File: src/hpm_pkg.sv
`default_nettype none
package hpm_pkg;
    localparam logic [15:0] QUIET_NAN       = 16'h7e00;
    localparam logic [15:0] INF_BITS        = 16'h7c00;
    localparam logic [15:0] SMALLEST_NORMAL = 16'h0400;
    localparam int          EXP_MAX         = 30;
    localparam int          EXP_BIAS        = 15;
endpackage
`default_nettype wire

File: src/hpm_shift_add.sv
`default_nettype none
// Shift-and-add multiplier step: adds the multiplicand when the current
// multiplier bit is set.
module hpm_shift_add (
    input  wire logic [21:0] i_acc,
    input  wire logic [10:0] i_mcand,
    input  wire logic [3:0]  i_bit_idx,
    input  wire logic        i_bit,
    output logic      [21:0] o_acc
);
    import hpm_pkg::*;
    logic [21:0] w_add;

    // Shift the multiplicand to the bit weight and accumulate.
    always_comb begin
        w_add = {11'd0, i_mcand} << i_bit_idx;
        o_acc = i_bit ? (i_acc + w_add) : i_acc;
    end
endmodule
`default_nettype wire

File: src/half_precision_multiplier.sv
`default_nettype none
// Channel   Direction  Signals
// input     in         i_valid, o_ready, i_operand_a, i_operand_b
// output    out        o_valid, i_ready, o_product
//
// Each item is loaded; each subnormal significand is normalized one place
// per leading zero; the shared shift-add unit forms the significand product
// one multiplier bit at a time; the result is rounded and packed. Special
// operands skip to the result at once, in the cycle after the transfer.
// Reset is synchronous and active low and returns the sequencer to idle.
// The result waits in an output register until it is taken; a stalled output
// holds the block busy, and ready returns the cycle after the output transfer.
module half_precision_multiplier (
    input  wire logic        i_clk,
    input  wire logic        i_rst_n,
    input  wire logic        i_valid,
    output logic             o_ready,
    input  wire logic [15:0] i_operand_a,
    input  wire logic [15:0] i_operand_b,
    output logic             o_valid,
    input  wire logic        i_ready,
    output logic      [15:0] o_product
);
    import hpm_pkg::*;

    typedef enum logic [2:0] {S_IDLE, S_NORM, S_MUL, S_ROUND, S_PACK, S_OUT} t_state;

    t_state        r_state;
    logic [13:0]   r_sa, r_sb;
    logic signed [7:0] r_exp;
    logic [21:0]   r_acc;
    logic [3:0]    r_cnt;
    logic [15:0]   r_hi;
    logic [15:0]   r_lo;
    logic          r_rs;
    logic [15:0]   r_prod;
    logic          r_valid;

    logic [21:0]   w_acc;
    logic          w_sa_ok, w_sb_ok;

    hpm_shift_add u_step (
        .i_acc     (r_acc),
        .i_mcand   (r_sa[13:3]),
        .i_bit_idx (r_cnt),
        .i_bit     (r_sb[4'd3 + r_cnt]),
        .o_acc     (w_acc)
    );

    assign w_sa_ok = r_sa[13];
    assign w_sb_ok = r_sb[13];
    assign o_ready = (r_state == S_IDLE);
    assign o_valid = r_valid;
    assign o_product = r_prod;

    // Sequencer: decode, normalize, multiply, round, pack, then hold the result; specials skip to output.
    always_ff @(posedge i_clk) begin
        logic [4:0]  ea, eb;
        logic [9:0]  fa, fb;
        logic        sa, sb;
        logic [27:0] pr;
        logic [31:0] full;
        logic [31:0] sh;
        logic [16:0] hi2;
        logic [11:0] h;
        logic signed [8:0] e;
        logic [5:0]  n;
        if (!i_rst_n) begin
            r_state <= S_IDLE;
            r_valid <= 1'b0;
        end else begin
            case (r_state)
                S_IDLE: begin
                    if (i_valid) begin
                        ea = i_operand_a[14:10]; eb = i_operand_b[14:10];
                        fa = i_operand_a[9:0];   fb = i_operand_b[9:0];
                        sa = i_operand_a[15];    sb = i_operand_b[15];
                        r_rs  <= sa ^ sb;
                        r_state <= S_OUT;
                        r_valid <= 1'b1;
                        if (ea == 5'd31 && fa != 10'd0) r_prod <= i_operand_a;
                        else if (eb == 5'd31 && fb != 10'd0) r_prod <= i_operand_b;
                        else if (ea == 5'd0 && fa == 10'd0)
                            r_prod <= (eb == 5'd31) ? QUIET_NAN : i_operand_a;
                        else if (eb == 5'd0 && fb == 10'd0)
                            r_prod <= (ea == 5'd31) ? QUIET_NAN : i_operand_b;
                        else if (ea == 5'd31 || eb == 5'd31)
                            r_prod <= {sa ^ sb, INF_BITS[14:0]};
                        else begin
                            r_valid <= 1'b0;
                            r_state <= S_NORM;
                            r_sa  <= {(ea != 5'd0), fa, 3'd0};
                            r_sb  <= {(eb != 5'd0), fb, 3'd0};
                            r_exp <= 8'(signed'({3'd0, ea}) + signed'({3'd0, eb})
                                     - 8'sd15 + ((ea == 5'd0) ? 8'sd1 : 8'sd0)
                                     + ((eb == 5'd0) ? 8'sd1 : 8'sd0));
                        end
                    end
                end
                // Normalize subnormal significands one place per cycle.
                S_NORM: begin
                    if (!w_sa_ok) begin
                        r_sa <= r_sa << 1; r_exp <= r_exp - 8'sd1;
                    end else if (!w_sb_ok) begin
                        r_sb <= r_sb << 1; r_exp <= r_exp - 8'sd1;
                    end else begin
                        r_acc <= '0; r_cnt <= '0; r_state <= S_MUL;
                    end
                end
                // One multiplier bit per cycle; low 3 bits of sig_b are zero.
                S_MUL: begin
                    r_acc <= w_acc;
                    r_cnt <= r_cnt + 4'd1;
                    if (r_cnt == 4'd10) r_state <= S_ROUND;
                end
                // First rounding on the half-ulp bit.
                S_ROUND: begin
                    pr = {r_acc, 6'd0};
                    e  = 9'(r_exp);
                    if (pr[27]) begin pr = pr >> 1; e = e + 9'sd1; end
                    h = {1'b0, pr[26:16]};
                    if (pr[15]) begin
                        h = h + 12'd1;
                        if (h[11]) begin h = h >> 1; e = e + 9'sd1; end
                    end
                    r_hi  <= {4'd0, h};
                    r_lo  <= pr[15:0];
                    r_exp <= 8'(e);
                    r_state <= S_PACK;
                end
                // Pack normal, infinity or subnormal with second rounding.
                S_PACK: begin
                    if (r_exp > 8'sd30) r_prod <= {r_rs, INF_BITS[14:0]};
                    else if (r_exp > 8'sd0)
                        r_prod <= {r_rs, r_exp[4:0], r_hi[9:0]};
                    else begin
                        full = {r_hi, r_lo};
                        e = 9'sd1 - 9'(r_exp);
                        n = (e >= 9'sd32) ? 6'd32 : e[5:0];
                        sh = n[5] ? 32'd0 : (full >> n[4:0]);
                        hi2 = {1'b0, sh[31:16]};
                        if (sh[15]) hi2 = hi2 + 17'd1;
                        if (sh[15] && hi2[10]) r_prod <= {r_rs, SMALLEST_NORMAL[14:0]};
                        else r_prod <= {r_rs, 5'd0, hi2[9:0]};
                    end
                    r_valid <= 1'b1;
                    r_state <= S_OUT;
                end
                S_OUT: begin
                    if (i_ready) begin
                        r_valid <= 1'b0;
                        r_state <= S_IDLE;
                    end
                end
                default: r_state <= S_IDLE;
            endcase
        end
    end

    // The block never accepts while a result is pending.
    a_no_accept_busy: assert property (@(posedge i_clk) disable iff (!i_rst_n)
        o_valid |-> !o_ready) else $error("accept while result pending");
    // Result valid implies the output state.
    a_valid_state: assert property (@(posedge i_clk) disable iff (!i_rst_n)
        o_valid |-> (r_state == S_OUT)) else $error("valid outside output state");
    // Multiply counter stays within the significand width.
    a_cnt_range: assert property (@(posedge i_clk) disable iff (!i_rst_n)
        (r_state == S_MUL) |-> (r_cnt <= 4'd10)) else $error("counter overrun");
endmodule
`default_nettype wire

File: config.mk
export PLATFORM = sky130hd
export DESIGN_NAME = half_precision_multiplier
export DESIGN_NICKNAME = d
export VERILOG_FILES = /design/src/hpm_pkg.sv /design/src/hpm_shift_add.sv /design/src/half_precision_multiplier.sv
export SDC_FILE = /design/constraint.sdc
export NUM_CORES = 1
export LEC_CHECK = 0
export BUFFER_PORTS_ARGS = -buffer_cell sky130_fd_sc_hd__buf_4
export CAP_MARGIN = 20
export CELL_PAD_IN_SITES_DETAIL_PLACEMENT = 1
export CELL_PAD_IN_SITES_GLOBAL_PLACEMENT = 1
export CORE_AREA = 2 2 129 131
export DETAILED_ROUTE_END_ITERATION = 16
export DIE_AREA = 0 0 131 133
export HOLD_SLACK_MARGIN = 0.03
export PLACE_DENSITY_LB_ADDON = 0.1
export SYNTH_ARGS = -nofsm -noshare
export SYNTH_HDL_FRONTEND = slang
export SYNTH_SLANG_ARGS = --single-unit
File: constraint.sdc
create_clock -name i_clk -period 12 [get_ports i_clk]
set_input_delay 0 -clock i_clk [delete_from_list [all_inputs] [get_ports i_clk]]
set_output_delay 0 -clock i_clk [all_outputs]
set_load 0.05 [all_outputs]
=== Word level (Yosys, flattened, before mapping) ===
Index checks and enable logic that the tools add are counted.

* Bits in registers: 111
* Bits of input ports: 36
* Output and inout port bits: 18

* $add $sub $neg: 13
* $lt $le $gt $ge: 4
* Equal/unequal tests: 23
* Shift operators: 2
* Multiplexer cells: 85
* Bitwise logic cells: 1
* Reductions and logical operators: 32

{| class="wikitable"
|+ Operator list
! kind !! count
|-
| $mux 14 || 15
|-
| $mux 16 || 8
|-
| $mux 27 || 4
|-
| $mux 8 || 13
|-
| $mux 11 || 8
|-
| $mux 22 || 3
|-
| $pmux 14 s2 || 2
|-
| $pmux 22 s2 || 1
|-
| $pmux 16 s2 || 1
|-
| $mux 15 || 2
|-
| $mux 3 || 10
|-
| $shr 28x5->27 || 1
|-
| $reduce_and 9->1 || 3
|-
| $ne 2x2->1 const B || 12
|-
| $pmux 8 s3 || 1
|-
| $add 22x22->22 || 1
|-
| $shl 11x4->22 || 1
|-
| $logic_not 10->1 || 2
|-
| $reduce_bool 10->1 || 2
|-
| $pmux 3 s6 || 1
|-
| $add 8x2->8 const B || 2
|-
| $add 11x1->12 const B || 1
|-
| $add 11x1->11 const B || 1
|-
| $eq 5x5->1 const B || 2
|-
| 39 further kinds || 63
|}

=== Longest topological paths before layout ===
* Depth in word-level cells: 16
* Depth in mapped cells: 20
* Gate-level depth less buffers: 17

=== Modules after synthesis ===
From an unflattened synthesis, not the netlist that was laid out.

* Cell total of the unflattened synthesis: 1079
* Area, all modules: 9061.2 sq um

{| class="wikitable"
|+ Modules (own cells, without submodules)
! module !! instances !! cells each !! area each (sq um) !! sequential area each (sq um)
|-
| half_precision_multiplier || 1 || 788 || 7076.8 || 2692.6
|-
| hpm_shift_add || 1 || 291 || 1984.4 || 0.0
|}

=== Least setup slack after synthesis ===
OpenSTA, ideal clock, no wires.

* Path kind: register -> register
* Start: register r_exp[2]
* End: register r_prod[10], in the netlist o_product[10], data pin
* Setup time: 255 ps
* Arrival: 4061 ps
* Required time: 11745 ps
* Slack: 7684 ps
* Stages on the path, launching flop included: 21
* Buffers on the path: 5
* Period minus slack after synthesis: 4316 ps
* Cell sequence: edfxtp_1 -> clkbuf_1 -> inv_1 -> ha_1 -> or3b_1 -> buf_2 -> o21ba_1 -> buf_6 -> a21o_1 -> buf_2 -> mux2i_1 -> o21ai_0 -> a221oi_1 -> inv_1 -> ha_1 -> o211a_1 -> and4bb_1 -> xor2_1 -> o21ai_1 -> buf_6 -> o21ba_2

* Word-level cells in the longest chain between the ends: 16

{| class="wikitable"
|+ Ends and longest elaborated chain
! element !! RTL line !! RTL
|-
| from (decl) || half_precision_multiplier.sv:30 || <nowiki>logic signed [7:0] r_exp;</nowiki>
|-
| from (signal assigned) || half_precision_multiplier.sv:94 || <nowiki>r_exp <= 8'(signed'({3'd0, ea}) + signed'({3'd0, eb})</nowiki>
|-
| from (signal assigned) || half_precision_multiplier.sv:103 || <nowiki>r_sa <= r_sa << 1; r_exp <= r_exp - 8'sd1;</nowiki>
|-
| from (signal assigned) || half_precision_multiplier.sv:105 || <nowiki>r_sb <= r_sb << 1; r_exp <= r_exp - 8'sd1;</nowiki>
|-
| $sub 2x8->9 || half_precision_multiplier.sv:138 || <nowiki>e = 9'sd1 - 9'(r_exp);</nowiki>
|-
| $ge 9x7->1 || half_precision_multiplier.sv:139 || <nowiki>n = (e >= 9'sd32) ? 6'd32 : e[5:0];</nowiki>
|-
| $mux 6 || half_precision_multiplier.sv:139 ||
|-
| $shr 28x5->27 || half_precision_multiplier.sv:140 || <nowiki>sh = n[5] ? 32'd0 : (full >> n[4:0]);</nowiki>
|-
| $mux 27 || half_precision_multiplier.sv:140 ||
|-
| $add 11x1->11 || half_precision_multiplier.sv:142 || <nowiki>if (sh[15]) hi2 = hi2 + 17'd1;</nowiki>
|-
| $mux 11 || half_precision_multiplier.sv:142 ||
|-
| $mux 11 || half_precision_multiplier.sv:134 || <nowiki>else if (r_exp > 8'sd0)</nowiki>
|-
| $mux 11 || half_precision_multiplier.sv:133 || <nowiki>if (r_exp > 8'sd30) r_prod <= {r_rs, INF_BITS[14:0]};</nowiki>
|-
| $mux 11 || half_precision_multiplier.sv:72 || <nowiki>case (r_state)</nowiki>
|-
| $mux 11 || half_precision_multiplier.sv:68 || <nowiki>if (!i_rst_n) begin</nowiki>
|-
| $logic_and 1x1->1 || half_precision_multiplier.sv:143 || <nowiki>if (sh[15] && hi2[10]) r_prod <= {r_rs, SMALLEST_NORMAL[14:0]};</nowiki>
|-
| $mux 11 || half_precision_multiplier.sv:143 ||
|-
| $mux 15 || half_precision_multiplier.sv:134 ||
|-
| $mux 15 (*) || half_precision_multiplier.sv:133 ||
|-
| $pmux 16 s2 (*) || half_precision_multiplier.sv:72 ||
|-
| to (signal assigned) || half_precision_multiplier.sv:133 ||
|-
| to (signal assigned) || half_precision_multiplier.sv:135 || <nowiki>r_prod <= {r_rs, r_exp[4:0], r_hi[9:0]};</nowiki>
|-
| to (signal assigned) || half_precision_multiplier.sv:143 ||
|-
| to (decl) || half_precision_multiplier.sv:36 || <nowiki>logic [15:0] r_prod;</nowiki>
|}

Mark *: on every way between the ends. The rest lies on a longest branch, timed or not. The select of a mux whose other input is x is not followed.
A chain may end at the register's enable or synchronous reset.

=== Final worst setup path ===
* Start: register r_exp[2]
* End: register r_prod[4], in the netlist o_product[4], data pin

The elaborated chain is that of the path after synthesis.

==> flow_metrics.env <==
export IMPL_viasPerCell=6.237
export IMPL_synth_ff_type="edfxtp_1"
export IMPL_die_height_um=133
export IMPL_post_cts_buffers=0
export IMPL_final_cells=1208
export IMPL_r2r_end="o_product[4]$_DFFE_PP_"
export IMPL_grt_antenna_before_repair=1
export IMPL_num_vias=7534
export IMPL_seq_area_frac_synth_pct=33.45
export IMPL_cp_max_fo=12
export IMPL_drtPass1Iterations=5
export IMPL_whs_endpoint="o_valid$_SDFFE_PN0P_"
export IMPL_status="complete, no violations"
export IMPL_grt_pass1_wl_um=41400
export IMPL_cts_buffers=9
export IMPL_place_congestion=0.9076
export IMPL_pin_count=54
export IMPL_min_period_ns=5.507
export IMPL_sw_frac_of_total_pct=36.40
export IMPL_cts_buffer_depth=2
export IMPL_synth_top_area_share_pct=32.46
export IMPL_hp_start="i_ready"
export IMPL_cts_tree="built"
export IMPL_insertion_delay_ns=0.36
export IMPL_worstPathCellList="inv_1, ha_1, or3b_1, o211ai_1, a21o_1, mux2i_1, o21ai_0, a221oi_1, inv_1, ha_1, o211a_1, and4bb_1, xor2_1, o21ai_1, o21ai_0"
export IMPL_critPathBufInv=2
export IMPL_grt_pass1_vias=7675
export IMPL_vdd_drop_max_uv=71.03
export IMPL_ys_top_cells_by_area="edfxtp_1, ha_1, nand2_1"
export IMPL_dp_cells=1166
export IMPL_cp_top_family="compound AO/OA/AOI/OAI gates"
export IMPL_r2r_cells=15
export IMPL_drc=0
export IMPL_synthArstFlopShare_pct=0
export IMPL_regToRegSetupSlack_ns=6.49
export IMPL_synth_edff_count=87
export IMPL_p_leak_nw=3.584
export IMPL_timing_fmax_mhz=181.6
export IMPL_p_switching_uw=389.9
export IMPL_hold_path_depth=4
export IMPL_synth_most_common_cell="nand2_1"
export IMPL_ys_top_cells_by_count="nand2_1, nor2_1, edfxtp_1"
export IMPL_worst_pin_slew_ns=1.023
export IMPL_finalInstanceArea_sq_um=9119
export IMPL_r2r_start="r_exp[2]$_DFFE_PP_"
export IMPL_routed_wirelength_um=26440
export IMPL_die_w_um=131
export IMPL_io_buffer_count=53
export IMPL_grt_max_degree=49
export IMPL_netlist_instances=939
export IMPL_first_iter_violations=534
export IMPL_endpoint_kind="flip-flop"
export IMPL_crit_path_start_kind="flip-flop"
export IMPL_dp_hpwl_um=18950
export IMPL_postCtsHoldBufs=23
export IMPL_slowest_delay_ns=0.70
export IMPL_grt_use_total_pct=30.72
export IMPL_internal_power_uw=681.4
export IMPL_yosys_area_top_type="edfxtp_1"
export IMPL_hp_class="in2reg"
export IMPL_p_comb_share_pct=33.3
export IMPL_path_clk_slew_ns=0.07
export IMPL_critPathRequiredTime_ns=12.06
export IMPL_seqPwrFrac_pct=38.8
export IMPL_wl_per_cell_um=21.89
export IMPL_core_area_sq_um=16170
export IMPL_cts_resized=0
export IMPL_post_dp_cell_area_sq_um=8549
export IMPL_pwr_share_clk_pct=27.9
export IMPL_cp_arrival_ns=5.57
export IMPL_power_density_nw_per_um2=117.5
export IMPL_clock_skew_ns=0.01217
export IMPL_start_util_pct=49.77
export IMPL_critPathSlowestCell="o21ai_1"
export IMPL_ys_types=74
export IMPL_fin_crit_sh_pct=45.89
export IMPL_drv_cap=0
export IMPL_rsz0062_at_grt="no"
export IMPL_synth_seq_cells=91
export IMPL_drive_gt1_share_pct=9.929
export IMPL_cts_root_buf="clkbuf_16"
export IMPL_grt_overflow=0
export IMPL_syn_avg_cell_area_sq_um=8.572
export IMPL_hold_violations=0
export IMPL_cts_htree_levels=3
export IMPL_syn2layout_area_growth_pct=13.29
export IMPL_ant_nets=0
export IMPL_path_class="reg2reg"
export IMPL_rows=47
export IMPL_yosysWarningCount=0
export IMPL_synth_cell_area_sq_um=8049
export IMPL_nets=1064
export IMPL_finalMaxSlewViolations=0
export IMPL_setup_tns_final_ns=0
export IMPL_setup_viol=0
export IMPL_slew_headroom_pct=31.82
export IMPL_clock_sinks=91
export IMPL_die_area_sq_um=17420
-- metrics by stage --
step	hold slack [ns]	util, %	total power, mW	setup slack [ns]
after floorplan	0.1217	-	0.6648	7.684
after global placement	0.3057	52.87	0.7412	7.001
after detailed placement	0.3007	52.87	0.7581	6.660
after CTS	0.03635	56.11	1.058	6.614
after global routing	0.04605	56.39	1.121	6.112
final	0.03751	56.39	1.071	6.493
-- cells by family after synthesis --
logic type      synth area share [%]
compound gates                 19.96
xor+xnor                       6.529
fa+ha+maj                      7.431
buf+inv                        4.617
flops                          33.45
mux                            6.886
other cells                  0.04659
simple gates                   21.08
-- layout by cell type, fill, tap and decap left out, types with 27 or more instances in the layout --
cell / count
nor2_1: 91
xor2_1: 27
o21ai_0: 63
ha_1: 43
xnor2_1: 33
mux2i_1: 34
a21oi_1: 59
edfxtp_1: 87
nand2_1: 111
buf_4: 58
inv_1: 39
-- layout make-up --
| cell class | instances | area, sq um |
|---|---|---|
| fill | 1919 | 7053 |
| inverter | 42 | 157.7 |
| clock buffer | 11 | 232.7 |
| tap | 220 | 275.3 |
| timing repair buffer | 83 | 708.2 |
| multi-input combinational | 755 | 4989 |
| clock inverter | 5 | 61.31 |
| antenna | 1 | 2.502 |
| sequential | 91 | 2693 |
-- worst min-delay path: stages --
cell and delay [ns]:
buf_4 0.09, a21oi_1 0.05, o21ai_0 0.13, a21boi_0 0.08
-- per-layer routing --
metal  vias up  routed length [um]  share of wire, %  GRT usage, %
li1       3531                   -                 -             -
met1      3735               11330                43         39.77
met2       211               13280                50         52.04
met3        57                 978               3.7         3.720
met4         0                 847               3.2         11.76
met5         -                   0                 0             0
-- power by group through the flow --
stage	logic, mW	clock network, mW	registers (mW)
6_report	0.356	0.299	0.416
5_1_grt	0.391	0.310	0.420
4_1_cts	0.347	0.296	0.415
3_5_place_dp	0.337	0	0.421
3_3_place_gp	0.322	0	0.419
2_1_floorplan	0.268	0	0.397
-- sequential cells by signal, summed over array words and instances, names as in the netlist --
signal,count
o_product,16
o_valid,1
r_acc,22
r_cnt,4
r_exp,8
r_hi,11
r_lo,1
r_rs,1
r_sa,12
r_sb,12
r_state,3
-- worst max path at each step --
stage / cells after the start / endpoint / slack, ns / from
detailed placement: 15 / o_product[1]$_DFFE_PP_ / 6.66 / r_exp[2]$_DFFE_PP_
floorplan: 20 / o_product[10]$_DFFE_PP_ / 7.68 / r_exp[2]$_DFFE_PP_
global placement: 15 / o_product[2]$_DFFE_PP_ / 7.00 / r_exp[2]$_DFFE_PP_
global route: 15 / o_product[4]$_DFFE_PP_ / 6.11 / r_exp[2]$_DFFE_PP_
CTS: 15 / o_product[1]$_DFFE_PP_ / 6.61 / r_exp[2]$_DFFE_PP_
finish: 15 / o_product[4]$_DFFE_PP_ / 6.49 / r_exp[2]$_DFFE_PP_
Power figures use the tool's default switching activity.
